## config.mk

```make
export PLATFORM = sky130hd
export DESIGN_NAME = sps_back
export DESIGN_NICKNAME = d
export VERILOG_FILES = /design/src/rtl/sps_pkg.sv /design/src/rtl/sps_back.sv
export SDC_FILE = /design/constraint.sdc
export NUM_CORES = 1
export LEC_CHECK = 0
export BUFFER_PORTS_ARGS = -buffer_cell sky130_fd_sc_hd__clkbuf_2
export CAP_MARGIN = 5
export CORE_UTILIZATION = 40
export DETAILED_ROUTE_END_ITERATION = 6
export PLACE_DENSITY = 0.77
export SYNTH_ARGS = -nofsm -noshare
export SYNTH_HDL_FRONTEND = slang
export SYNTH_SLANG_ARGS = --single-unit
```

## constraint.sdc

```tcl
create_clock -name clk -period 7.6 [get_ports clk]
set_clock_uncertainty 0.15 [all_clocks]
set_input_delay 0 -clock clk [delete_from_list [all_inputs] [get_ports clk]]
set_output_delay 0 -clock clk [all_outputs]
set_load 0.05 [all_outputs]
```

## src/rtl/sps_pkg.sv

```systemverilog
// Package for the sine polynomial unit: fixed-point types, constants and helpers.
// Holds the 2/pi scale factor, the order-19 coefficient set and the cell sideband type.
// Used by every module in the rtl folder; depends on nothing.
package sps_pkg;

	typedef logic signed [63:0] q56_t;
	typedef logic [63:0] u64_t;
	typedef logic [57:0] mag_t;
	typedef logic [28:0] half_t;
	typedef logic [57:0] pp_t;
	typedef logic [58:0] mid_t;
	typedef logic [88:0] lo_t;

	localparam int HALF = 29;
	localparam int NCOEF = 10;
	localparam int NCELL = NCOEF + 1;

	localparam u64_t TWO_OVER_PI = 64'hA2F9836E4E44152A;
	localparam u64_t Q56_ONE = 64'h0100_0000_0000_0000;
	localparam u64_t Q56_TWO = 64'h0200_0000_0000_0000;
	localparam lo_t LO_ROUND = lo_t'(1) << 55;
	localparam logic [58:0] OUT_ROUND = 59'(1) << 25;
	localparam logic [32:0] OUT_LIMIT = 33'(1) << 30;

	localparam q56_t COEF [NCOEF] = '{
		-64'sd3060,
		64'sd436963,
		-64'sd48192120,
		64'sd4101642667,
		-64'sd259323984760,
		64'sd11561005760345,
		-64'sd337355938868180,
		64'sd5742458909862625,
		-64'sd46546618701181590,
		64'sh01921FB54442D184
	};

	typedef struct packed {
		q56_t chi;
		q56_t chi2;
		logic neg;
		logic odd;
	} side_t;

	function automatic u64_t mag64(input q56_t v);
		u64_t r;
		r = v[63] ? u64_t'(-v) : u64_t'(v);
		return r;
	endfunction

endpackage

```

## src/rtl/sps_back.sv

```systemverilog
// Output stage of the sine polynomial unit: sign decision, rounding to Q1.30, saturation.
// Two stages; the second is the output register of the stream.
// Depends on sps_pkg.
module sps_back import sps_pkg::*; (
	input  logic        clk,
	input  logic        arst_n,
	input  logic        src_valid,
	output logic        src_ready,
	input  q56_t        sum,
	input  side_t       side,
	output logic        dst_valid,
	input  logic        dst_ready,
	output logic [31:0] sine_value
);

	logic        v_s1, v_s2;
	logic        en1, en2;
	mag_t        m_s1;
	logic        neg_s1;
	logic [31:0] data_s2;
	logic [58:0] rsum;
	logic [32:0] rq, sq;

	assign en2 = !v_s2 || dst_ready;
	assign en1 = !v_s1 || en2;
	assign src_ready = en1;

	assign rsum = 59'(m_s1) + OUT_ROUND;
	assign rq = rsum[58:26];
	assign sq = (rq > OUT_LIMIT) ? OUT_LIMIT : rq;

	always_ff @(posedge clk or negedge arst_n) begin
		if (!arst_n) begin
			v_s1 <= 1'b0;
			v_s2 <= 1'b0;
		end else begin
			if (en1) v_s1 <= src_valid;
			if (en2) v_s2 <= v_s1;
		end
	end

	always_ff @(posedge clk) begin
		if (en1) begin
			m_s1 <= mag_t'(mag64(sum));
			neg_s1 <= sum[63] != (side.odd != side.neg);
		end
		if (en2) begin
			data_s2 <= neg_s1 ? 32'(-sq) : sq[31:0];
		end
	end

	assign dst_valid = v_s2;
	assign sine_value = data_s2;

`ifndef SYNTHESIS
	a_out_range: assert property (@(posedge clk) disable iff (!arst_n)
		v_s2 |-> ($signed(data_s2) <= 32'sd1073741824 && $signed(data_s2) >= -32'sd1073741824))
		else $error("sine value outside [-1, 1]");
`endif

endmodule

```

Word level (Yosys, flattened, before mapping)

Index checks and enable logic that the tools add are counted.

Add/subtract/negate cells: 3
Magnitude comparators: 1
Equal/unequal tests: 2
Multiplexer cells: 3
Reduce and logical (&&, ||, !) cells: 4

Operators by type and width:

| operator                                                         | number |
|---|---|
| 2-to-1 mux 32 bit                                                | 2 |
| adder 58 x 26 -> 59 bit (second input constant)                  | 1 |
| 2-to-1 mux 58 bit                                                | 1 |
| negator 58 bit                                                   | 1 |
| greater-than comparator 33 x 31 -> 1 bit (second input constant) | 1 |
| negator 32 bit                                                   | 1 |
| zero test 1 bit                                                  | 2 |
| logical OR 1 bit                                                 | 2 |
| != test 1 bit                                                    | 2 |

Bits in registers: 93
Bits of input ports: 198
Output and inout port bits: 34
Word-level logic and storage cells: 18

Longest topological paths before layout

Depth in word-level cells: 5
Mapped depth: 21
Gate-level depth less buffers: 18

Worst setup path after synthesis

OpenSTA, ideal clock, no wires.

Path kind: flip-flop to flip-flop
From: register m_s1[25]
To: register data_s2[30], in the netlist sine_value[30], data pin
Library setup time: 0.260 ns
Arrival time: 4.804 ns
Required time: 7.190 ns
Setup slack: 2.386 ns
Stages on the path, launching flop included: 21
Buffers on the path: 3
Clock period less this slack: 5.214 ns
Path through: edfxtp_1 -> ha_1 -> buf_2 -> nand3_1 -> nor4_1 -> or3b_2 -> clkbuf_1 -> nor4_1 -> mux2i_1 -> nand2_1 -> o31ai_2 -> clkbuf_1 -> nand2_1 -> ha_1 -> o41ai_1 -> nand4bb_1 -> nand4b_1 -> nor3_1 -> nand4_1 -> o21ai_0 -> mux2_2

Longest elaborated chain between the ends: 5

Ends and longest elaborated chain:

| item                                     | RTL line       | RTL |
|---|---|---|
| start: declaration                       | sps_back.sv:18 | `mag_t m_s1;` |
| start signal: assignment                 | sps_back.sv:44 | `m_s1 <= mag_t'(mag64(sum));` |
| adder 58 x 26 -> 59 bit *                | sps_back.sv:28 | `assign rsum = 59'(m_s1) + OUT_ROUND;` |
| greater-than comparator 33 x 31 -> 1 bit | sps_back.sv:30 | `assign sq = (rq > OUT_LIMIT) ? OUT_LIMIT : rq;` |
| 2-to-1 mux 32 bit *                      | sps_back.sv:30 |  |
| negator 32 bit                           | sps_back.sv:48 | `data_s2 <= neg_s1 ? 32'(-sq) : sq[31:0];` |
| 2-to-1 mux 32 bit *                      | sps_back.sv:48 |  |
| end signal: assignment                   | sps_back.sv:48 |  |
| end: declaration                         | sps_back.sv:20 | `logic [31:0] data_s2;` |

Every way passes the cells marked *; elsewhere a longest branch is shown, timed or not.
A chain may end at the register's enable or synchronous reset.

Final worst setup path

From: register m_s1[25]
To: register data_s2[28], in the netlist sine_value[28], data pin

Same word-level chain as after synthesis.

==> reports/qor.csv <==
metric;value;unit
share of the clock period used by the worst path;83.3;%
worst path required time;7.62;ns
mean number of vias per cell;5.59;
grt met3 use;2.79;%
worst setup margin;1.27;ns
count leader, synth;xnor2_1;
Placed Area;5490;sq um
largest net degree at the start of global routing;40;
met1 global-route usage;24.9;%
Critical Path Fanout Max;18;
first-pass GRT wire length;19.6;mm
worst path arrival time;6.35;ns
Mapped Avg Cell Area;9.18;sq um
Post-synth EDFFs;66;
Power Density;217;nW/um^2
die extent in y;113;um
DP HPWL;8.57;mm
Netlist cell types;62;
Cell Count, Final, Fillers Out;817;
Wirelength per Cell;14.4;um
critical path endpoint category;register;
final net count;865;
simple-gate portion of the synthesized area;24.5;%
post-CTS setup buffers;0;
Initial DRC Count;307;
Adder-Cell Fraction of Synth Area;0.507;%
Synth Flop Type;edfxtp_1;
Site Rows;40;
CTS clock-pin slew for the worst setup and hold paths;0.05;ns
max_cap viols;0;
Placed Cells;751;
TritonCTS clock tree;yes;
mux cell area share after synthesis;0.836;%
I/O Buffers;98;
setup_tns;0;ns
Vias;4563;
drc violations;0;
syn nets;738;
post-route cell area;6310;sq um
dominant cell type by area after synthesis;edfxtp_1;
starting density of the core;41.1;%
clock root cell;clkbuf_16;
Post-Place Setup Slack;1.42;ns
Post-synth ARST share;2.94;%
Tmin final;6.33;ns
largest family of logic cells by synthesized area;simple AND/OR/NAND/NOR gates;
H-tree levels;3;
Leak Pwr;2.33;nW
status;finished, final reports clean;
Fillers;1068;
final hold vios;0;
synth top area cells;edfxtp_1, xnor2_1, nand2_1, o21ai_0, nor2_1;
global-route usage over all layers;19.2;%
clock buffer depth;2;
number of global-route vias before repair;4224;
Synth Cell Area;4940;sq um
Setup CP Type;reg -> reg;
clock sink total;68;
Slew Limit Fails;0;
Horiz. Die Dim;113;um
die area;12800;sq um
gr busiest metal;met2;
post-CTS resize count;0;
Core Box Area;12000;sq um
Yosys reg bits;68;
Post-CTS Hold Buffers;50;
Synth Area in Compound Gates;14.9;%
top cells by count, synth;xnor2_1, edfxtp_1, nand2_1;
initial antenna violation count;0;
met2 usage;31.5;%
ratio of cells with drive above 1 in the final layout;19.6;%
# setup viols final;0;
Seq/Total Area, Yosys;41.2;%
antenna diode count;0;
Critical Path Source Type;register;
Mapped Cells;538;
Synth-to-Final Area Change;27.8;%
Ports;232;
Pre-antenna DRT Iters;5;
share of the synthesized area in the top cell type;40.1;%
Rel. slew slack;43.3;%
clk_lat worst skew;0.33;ns
final wirelength;11.8;mm
Min-Delay Path Class;in -> reg;
xor and xnor fraction of the mapped netlist area;14.2;%
FMAX;0.158;GHz
Antenna Nets Post-Route;0;
GPL Wtd Cong;0.873;
gr ovfl total;0;
Peak VDD IR;0.0827;mV
Yosys warning count;0;
RSZ-0062 raised after global routing;false;
worst slew pin tran;0.851;ns
total power draw;1.37;mW
clock buffer count from CTS;9;
cell type report:
cell class / instances / area (sq um) / share of cell area (%)
clock buffer: 9 / 225 / 3.57
clock inverter: 7 / 91.3 / 1.45
inverter: 11 / 41.3 / 0.655
multi-input combinational: 423 / 2710 / 43.0
sequential: 68 / 2030 / 32.2
tap: 147 / 184 / 2.92
timing repair buffer: 152 / 1020 / 16.2
where the power goes:
group	switching, mW	internal (mW)
Clock	0.147	0.285
Sequential	0.0469	0.480
Combinational	0.262	0.145
metrics by stage:
stage	util (%)	hold slack (ns)
after detailed placement	45.7	-0.362
after floorplan	-	-0.446
after global placement	45.7	-0.364
final	52.5	0.0925
after CTS	52.5	0.0844
after global routing	52.5	0.146
placed cells by master (no fill, tap or decap), drive strengths merged, types with 17 or more instances in the layout:
cell type / count
xnor2: 71
nor2: 40
o21ai: 37
nand2: 55
clkbuf: 107
nand3: 22
nand4: 17
edfxtp: 66
nor4: 19
nor3: 18
dlygate4sd3: 50
registers in the layout (all words and copies together) (netlist names):
| signal | cells |
|---|---|
| sine_value | 32 |
| dst_valid | 1 |
| m_s1 | 33 |
| neg_s1 | 1 |
| v_s1 | 1 |
critical path, cell delays in order (launching register included):
cell	delay [ns]
edfxtp_1	0.40
ha_1	0.32
nand3_1	0.38
nor4_1	0.71
or3b_2	0.58
nor4_1	0.30
mux2i_1	0.17
nand2_1	0.27
o31ai_2	0.11
buf_4	0.21
nand2_1	0.11
ha_1	0.32
o41ai_1	0.14
nand4bb_1	0.19
nand4b_1	0.27
nor3_1	0.47
nand4_1	0.33
o31a_1	0.32
or3_1	0.30
o21ai_0	0.09
metal layers:
metal	share of wire (%)	vias to the layer above	wire length, um
met1	45	2086	5360
met2	46	195	5480
li1	-	2261	-
met5	0	-	0
met3	6.1	21	717
met4	2.0	0	240
final timing paths:
path / startpoint / to / slack (ns) / cells past startpoint
worst max-delay path: m_s1[25]$_DFFE_PP_ / sine_value[28]$_DFFE_PP_ / 1.27 / 19
min in group asynchronous: arst_n / v_s1$_DFFE_PN0P_ / 0.38 / 3
worst min register to register: v_s1$_DFFE_PN0P_ / dst_valid$_DFFE_PN0P_ / 0.32 / 1
worst min-delay path: sum[1] / m_s1[25]$_DFFE_PP_ / 0.09 / 5
max in group asynchronous: arst_n / dst_valid$_DFFE_PN0P_ / 6.80 / 3
worst max register to register: m_s1[25]$_DFFE_PP_ / sine_value[28]$_DFFE_PP_ / 1.27 / 19
cells by family after synthesis:
group / count (synthesis)
fa+ha+maj: 2
mux: 4
compound gates: 108
flops: 68
buf+inv: 47
simple gates: 229
xor+xnor: 80
No activity file was read; power rests on OpenSTA's default activity.
