**src/rtl/sps_pkg.sv**
```systemverilog
// Package for the sine polynomial unit: fixed-point types, constants and helpers.
// Holds the 2/pi scale factor, the order-19 coefficient set and the cell sideband type.
// Used by every module in the rtl folder; depends on nothing.
package sps_pkg;

	typedef logic signed [63:0] q56_t;
	typedef logic [63:0] u64_t;
	typedef logic [57:0] mag_t;
	typedef logic [28:0] half_t;
	typedef logic [57:0] pp_t;
	typedef logic [58:0] mid_t;
	typedef logic [88:0] lo_t;

	localparam int HALF = 29;
	localparam int NCOEF = 10;
	localparam int NCELL = NCOEF + 1;

	localparam u64_t TWO_OVER_PI = 64'hA2F9836E4E44152A;
	localparam u64_t Q56_ONE = 64'h0100_0000_0000_0000;
	localparam u64_t Q56_TWO = 64'h0200_0000_0000_0000;
	localparam lo_t LO_ROUND = lo_t'(1) << 55;
	localparam logic [58:0] OUT_ROUND = 59'(1) << 25;
	localparam logic [32:0] OUT_LIMIT = 33'(1) << 30;

	localparam q56_t COEF [NCOEF] = '{
		-64'sd3060,
		64'sd436963,
		-64'sd48192120,
		64'sd4101642667,
		-64'sd259323984760,
		64'sd11561005760345,
		-64'sd337355938868180,
		64'sd5742458909862625,
		-64'sd46546618701181590,
		64'sh01921FB54442D184
	};

	typedef struct packed {
		q56_t chi;
		q56_t chi2;
		logic neg;
		logic odd;
	} side_t;

	function automatic u64_t mag64(input q56_t v);
		u64_t r;
		r = v[63] ? u64_t'(-v) : u64_t'(v);
		return r;
	endfunction

endpackage

```
**src/rtl/sps_front.sv**
```systemverilog
// Range reduction for the sine polynomial unit: |angle| * 2/pi, nearest even multiple removed.
// Three pipeline stages producing chi, the quadrant parity and the sign flag.
// Depends on sps_pkg.
module sps_front import sps_pkg::*; (
	input  logic        clk,
	input  logic        arst_n,
	input  logic        src_valid,
	output logic        src_ready,
	input  logic [31:0] angle,
	output logic        dst_valid,
	input  logic        dst_ready,
	output side_t       side
);

	logic        v_s1, v_s2, v_s3;
	logic        en1, en2, en3;
	logic [31:0] mag32;
	u64_t        pl_s1, ph_s1, chia_s2;
	logic        neg_s1, neg_s2, neg_s3, odd_s3;
	q56_t        chi_s3;
	logic [56:0] rem;
	logic        gt;

	assign en3 = !v_s3 || dst_ready;
	assign en2 = !v_s2 || en3;
	assign en1 = !v_s1 || en2;
	assign src_ready = en1;

	assign mag32 = angle[31] ? 32'(-angle) : angle;
	assign rem = chia_s2[56:0];
	assign gt = u64_t'(rem) > Q56_ONE;

	always_ff @(posedge clk or negedge arst_n) begin
		if (!arst_n) begin
			v_s1 <= 1'b0;
			v_s2 <= 1'b0;
			v_s3 <= 1'b0;
		end else begin
			if (en1) v_s1 <= src_valid;
			if (en2) v_s2 <= v_s1;
			if (en3) v_s3 <= v_s2;
		end
	end

	always_ff @(posedge clk) begin
		if (en1) begin
			pl_s1 <= u64_t'(mag32) * u64_t'(TWO_OVER_PI[31:0]);
			ph_s1 <= u64_t'(mag32) * u64_t'(TWO_OVER_PI[63:32]);
			neg_s1 <= angle[31];
		end
		if (en2) begin
			chia_s2 <= ph_s1 + u64_t'(pl_s1[63:32]) + u64_t'(pl_s1[31]);
			neg_s2 <= neg_s1;
		end
		if (en3) begin
			chi_s3 <= q56_t'(u64_t'(rem) - (gt ? Q56_TWO : u64_t'(0)));
			odd_s3 <= chia_s2[57] ^ gt;
			neg_s3 <= neg_s2;
		end
	end

	assign dst_valid = v_s3;
	assign side.chi = chi_s3;
	assign side.chi2 = '0;
	assign side.neg = neg_s3;
	assign side.odd = odd_s3;

`ifndef SYNTHESIS
	a_chi_range: assert property (@(posedge clk) disable iff (!arst_n)
		v_s3 |-> (mag64(chi_s3) <= Q56_ONE))
		else $error("chi left the range [-1, 1]");
`endif

endmodule

```
**config.mk**
```make
export PLATFORM = sky130hd
export DESIGN_NAME = sps_front
export DESIGN_NICKNAME = d
export VERILOG_FILES = /design/src/rtl/sps_pkg.sv /design/src/rtl/sps_front.sv
export SDC_FILE = /design/constraint.sdc
export NUM_CORES = 2
export LEC_CHECK = 0
export BUFFER_PORTS_ARGS = -buffer_cell sky130_fd_sc_hd__buf_2
export CELL_PAD_IN_SITES_DETAIL_PLACEMENT = 1
export CELL_PAD_IN_SITES_GLOBAL_PLACEMENT = 1
export CORE_ASPECT_RATIO = 1.2
export CORE_MARGIN = 2
export CORE_UTILIZATION = 47
export CTS_BUF_LIST = sky130_fd_sc_hd__clkbuf_8 sky130_fd_sc_hd__clkbuf_16
export CTS_CLUSTER_SIZE = 25
export DETAILED_ROUTE_END_ITERATION = 10
export PLACE_DENSITY = 0.89
export SLEW_MARGIN = 20
export SYNTH_ARGS = -nofsm -noshare
export SYNTH_HDL_FRONTEND = slang
export SYNTH_SLANG_ARGS = --single-unit
export TNS_END_PERCENT = 10
```
**constraint.sdc**
```tcl
create_clock -name clk -period 4 [get_ports clk]
set_input_delay 0 -clock clk [delete_from_list [all_inputs] [get_ports clk]]
set_output_delay 0 -clock clk [all_outputs]
set_load 0.005 [all_outputs]
```
[Word-level counts from Yosys, hierarchy flattened]
Cells that the tools add are included.
Word-level totals
  logic and storage cells: 27
  output and inout bits: 132
  bits in registers: 248
  bits of input ports: 36
Cells by class
  bitwise gates (word level): 1
  $mul: 2
  $add $sub $neg: 4
  multiplexer cells: 2
  reductions and logical operators: 6
  magnitude comparators: 1
Operator list (number)
  multiplier 32 x 30 -> 62 bit, second input constant: 1
  subtractor 57 x 58 -> 59 bit: 1
  adder 58 x 1 -> 58 bit: 1
  adder 58 x 31 -> 58 bit: 1
  2-to-1 mux 58 bit: 1
  greater-than comparator 57 bit, second input constant: 1
  multiplier 32 x 31 -> 57 bit, second input constant: 1
  2-to-1 mux 32 bit: 1
  negator 32 bit: 1
  logical NOT 1 bit: 3
  logical OR 1 bit: 3
  bitwise XOR 1 bit: 1

[Logic depth before layout (Yosys ltp)]
  depth in word-level cells: 4
  gate-level depth with buffers: 37
  gate-level depth less buffers: 36

[Least setup slack after synthesis]
No wires, ideal clock.
  path type: in2reg
  start: input angle[17]
  end: register ph_s1[48], data pin
  arrival: 8.285 ns
  setup slack: -4.545 ns
  data required time: 3.740 ns
  buffers on the path: 1
  setup time: 0.260 ns
  stages on the path: 33
  cells stage by stage: or4_1 or3_1 or3_1 or2_1 nor2_2 nand3_1 o21ai_0 xor2_1 inv_1 ha_1 inv_1 fa_1 inv_1 ha_1 inv_1 fa_1 inv_1 fa_1 inv_1 fa_1 fa_1 fa_1 inv_1 ha_1 clkbuf_1 and3_1 nand3_1 or4_1 a21oi_1 nor2_1 o21ai_1 a21oi_1 xnor2_1
Between the ends
  longest elaborated chain between the ends: 3
RTL lines
  start: declaration: RTL line sps_front.sv:9  | input logic [31:0] angle,
  negator 32 bit: RTL line sps_front.sv:29  | assign mag32 = angle[31] ? 32'(-angle) : angle;
  2-to-1 mux 32 bit *: RTL line sps_front.sv:29
  multiplier 32 x 31 -> 57 bit *: RTL line sps_front.sv:48  | ph_s1 <= u64_t'(mag32) * u64_t'(TWO_OVER_PI[63:32]);
  end signal: assignment: RTL line sps_front.sv:48
  end: declaration: RTL line sps_front.sv:18  | u64_t pl_s1, ph_s1, chia_s2;
Mark *: on every way between the ends. The rest lies on a longest branch, timed or not.
A chain may end at the register's enable or synchronous reset.

[Worst setup path in the final report]
  start: input angle[2]
  end: register pl_s1[57], data pin
Between the ends
  longest elaborated chain between the ends: 3
RTL lines
  negator 32 bit: RTL line sps_front.sv:29
  2-to-1 mux 32 bit *: RTL line sps_front.sv:29
  multiplier 32 x 30 -> 62 bit *: RTL line sps_front.sv:47  | pl_s1 <= u64_t'(mag32) * u64_t'(TWO_OVER_PI[31:0]);
  end signal: assignment: RTL line sps_front.sv:47
  end: declaration: RTL line sps_front.sv:18
Marked as above.

==> qor.txt <==
Status = finished with violations
Failing checks = negative setup slack
Unrepaired setup endpoints after global routing = yes
Largest net degree at the start of global routing = 61
Routed vias/inst = 5.885
Post-route ant nets = 0
Minimum clock period after layout = 8.738 ns
Placed Cells = 5755
Core Area = 83160 µm²
Most frequent cell after synthesis = inv_1
Global-route wire length before repair = 245.8 mm
Initial antenna violation count = 9
Nets = 6098
Unique masters post-synth = 74
Clock skew = 0.01373 ns
Num CTS Buffers = 19
Maximum clock path buffer count = 3
Die Wd = 268.2 µm
Clock slew at reported path FFs = 0.07 ns
Mapped Cells = 3781
DR iter-0 viols = 2797
Synth top cells by count = inv_1, ha_1, fa_1
Port bufs = 103
Worst slew pin tran = 1.298 ns
Max Cap Viol = 0
CP peak stage delay = 0.56 ns
Synth Warn # = 0
DR vias = 34480
Crit. Startpoint = angle[2]
HPWL after DPL = 137.1 mm
Latest clock arrival within the worst-skew pair = 0.51 ns
Rows = 116
Tot GR Track Use = 39.32%
Critical path class = in -> reg
Min-Delay Path Class = in -> reg
Layout cells sized above 1 = 28.61%
Vias in the first global route = 39563
GR Overflow Total = 0
CTS tree = built
Die area = 86090 µm²
H-tree Lvls = 1
Non-filler cells, final = 5859
Post-synthesis register bit count = 212
Crit. End Element = flip-flop
Reg2Reg Capture Point = chia_s2[40]
Drt pass-1 iters = 6
GPL Wtd Cong = 1.035
FF-to-FF Start = pl_s1[31]
Element type at the critical path start = input pin
Crit path top cell by count = inv_1
Share of the synthesized area in the top cell type = 33.21%
Final slew viol count = 0
FMAX = 114.4 MHz
Worst Setup EP = pl_s1[57]
Final hold vios = 0
Flop2flop setup slack = 0.25 ns
P&R area growth vs syn = 28.31%
Main synth FF type = edfxtp_1
Post-route setup slack = -4.738 ns
Hold WS = 0.1467 ns
Dominant cell type by area after synthesis = fa_1
Endpoints failing setup = 83
Ports = 168
Max-Slew Margin vs Limit = 13.49%
Initial Util = 47.33%
Critical Path RT = 4.25 ns
Max FO, Critical Path = 7
Slowest CP cell = fa_1
Drt drc = 0
Clock root buffer = clkbuf_16
Syn_area_per_cell = 10.41 µm²
Count of flip-flops with a built-in enable after synthesis = 209
WL final = 182.3 mm
Avg WL per Cell = 31.11 µm
R2R cell count = 14
Clock sink count = 212
Worst EP arrival = 8.99 ns
Netlist Area Pre-Place = 39360 µm²
Asr flop ratio synth = 1.415%
Synth top area cells = fa_1, ha_1, edfxtp_1, inv_1, xnor2_1
Register area share after synthesis = 16.14%
Final period utilization = 218.5%
Die Y = 321.0 µm
==> repair_timing <==
item | 4_1_cts | 5_1_grt
hold endpoints to repair | 5 | 0
setup buffers | 38 | 26
cloned | 0 | 0
resized for setup | 247 | 131
setup endpoints to repair | 84 | 94
pin swaps | 126 | 57
hold buffers | 4 | 0
==> stage by stage <==
stage	TNS (ns)	instance area [µm²]	setup slack (ns)	utilization, %
after floorplan	-293.32	40150	-3.995	-
after global placement	-334.10	47570	-4.908	57.20
after detailed placement	-355.81	47570	-5.101	57.20
after CTS	-281.84	49730	-4.018	59.80
after global routing	-323.08	50490	-4.740	60.71
final	-317.83	50500	-4.738	60.73
==> worst max-delay path: cells and delay by family <==
family,cells,cell delay [ns]
AOI/OAI and AO/OA,7,1.72
xor gates and xnor gates,2,0.35
adders and majority gates,9,3.81
buffers and inverters,14,2.01
and+or+nand+nor,3,1.06
==> metal layers <==
layer	vias up	GRT usage (%)	wire length [µm]
li1	13748	-	-
met1	17158	40.25	57650
met2	2280	67.63	84950
met3	1288	7.334	17260
met4	6	36.19	22370
met5	-	0	41
==> cell type report <==
type                    instances  area (µm²)
diodes                          5       12.51
clock buffers                  19       475.5
clock inverters                13       131.4
fillers                      8981       32660
inverters                    1095        4130
multi-input cells            2422       30560
flip-flops and latches        212        6351
well taps                    1121        1403
repair buffers                972        7442
==> how the worst min path moves through the flow <==
stage	cells after the start	from	end	slack, ns
floorplan	0	arst_n	dst_valid	-0.30
global placement	1	arst_n	v_s1	-0.20
detailed placement	1	arst_n	v_s1	-0.20
CTS	2	angle[0]	ph_s1[1]	0.10
global route	2	angle[0]	ph_s1[1]	0.12
finish	2	angle[0]	ph_s1[1]	0.15
==> cell usage in the layout (no fill, tap or decap), types with 8 or more instances in the layout <==
cell and count:
fa_2 39, nand2b_1 14, and3_1 16, xor2_2 12, fa_1 614, o21ai_1 18
nand2_1 86, ha_4 57, o21ai_2 12, o21a_1 16, buf_12 20, edfxtp_1 209
nor2_2 8, xor2_1 60, a2111oi_2 8, xnor2_1 83, conb_1 64, xor2_4 8
nand3_1 33, nor2b_1 14, buf_2 100, a21oi_1 107, a21o_1 100, nor2_1 65
inv_1 1061, buf_4 817, o21bai_1 14, clkbuf_16 19, ha_1 614, nand4_1 27
inv_2 32, ha_2 16, nor4_1 15, o21ai_0 46, xnor2_2 15, buf_6 26
a21oi_2 39, nor3_1 17
==> state kept, by name, indices dropped and copies added, names as in the netlist, 32 cells and up <==
register / flops
chi_s3: 58
pl_s1: 32
ph_s1: 57
chia_s2: 58
==> kinds of logic (layout without fill, tap and decap cells) <==
group                      count (synthesis)  count (layout)  share of synthesized area (%)
AOI/OAI and AO/OA                        476             476                          7.969
xor gates and xnor gates                 180             180                          4.005
adders and majority gates               1340            1340                          55.05
buffers and inverters                   1210            2099                          12.25
DFF                                      212             212                          16.14
other                                      1              69                       0.009527
and+or+nand+nor                          362             362                          4.578
Power is left out: the tool's default activity adds up to more than one toggle a clock period on the data nets, which glitch-free logic cannot reach.
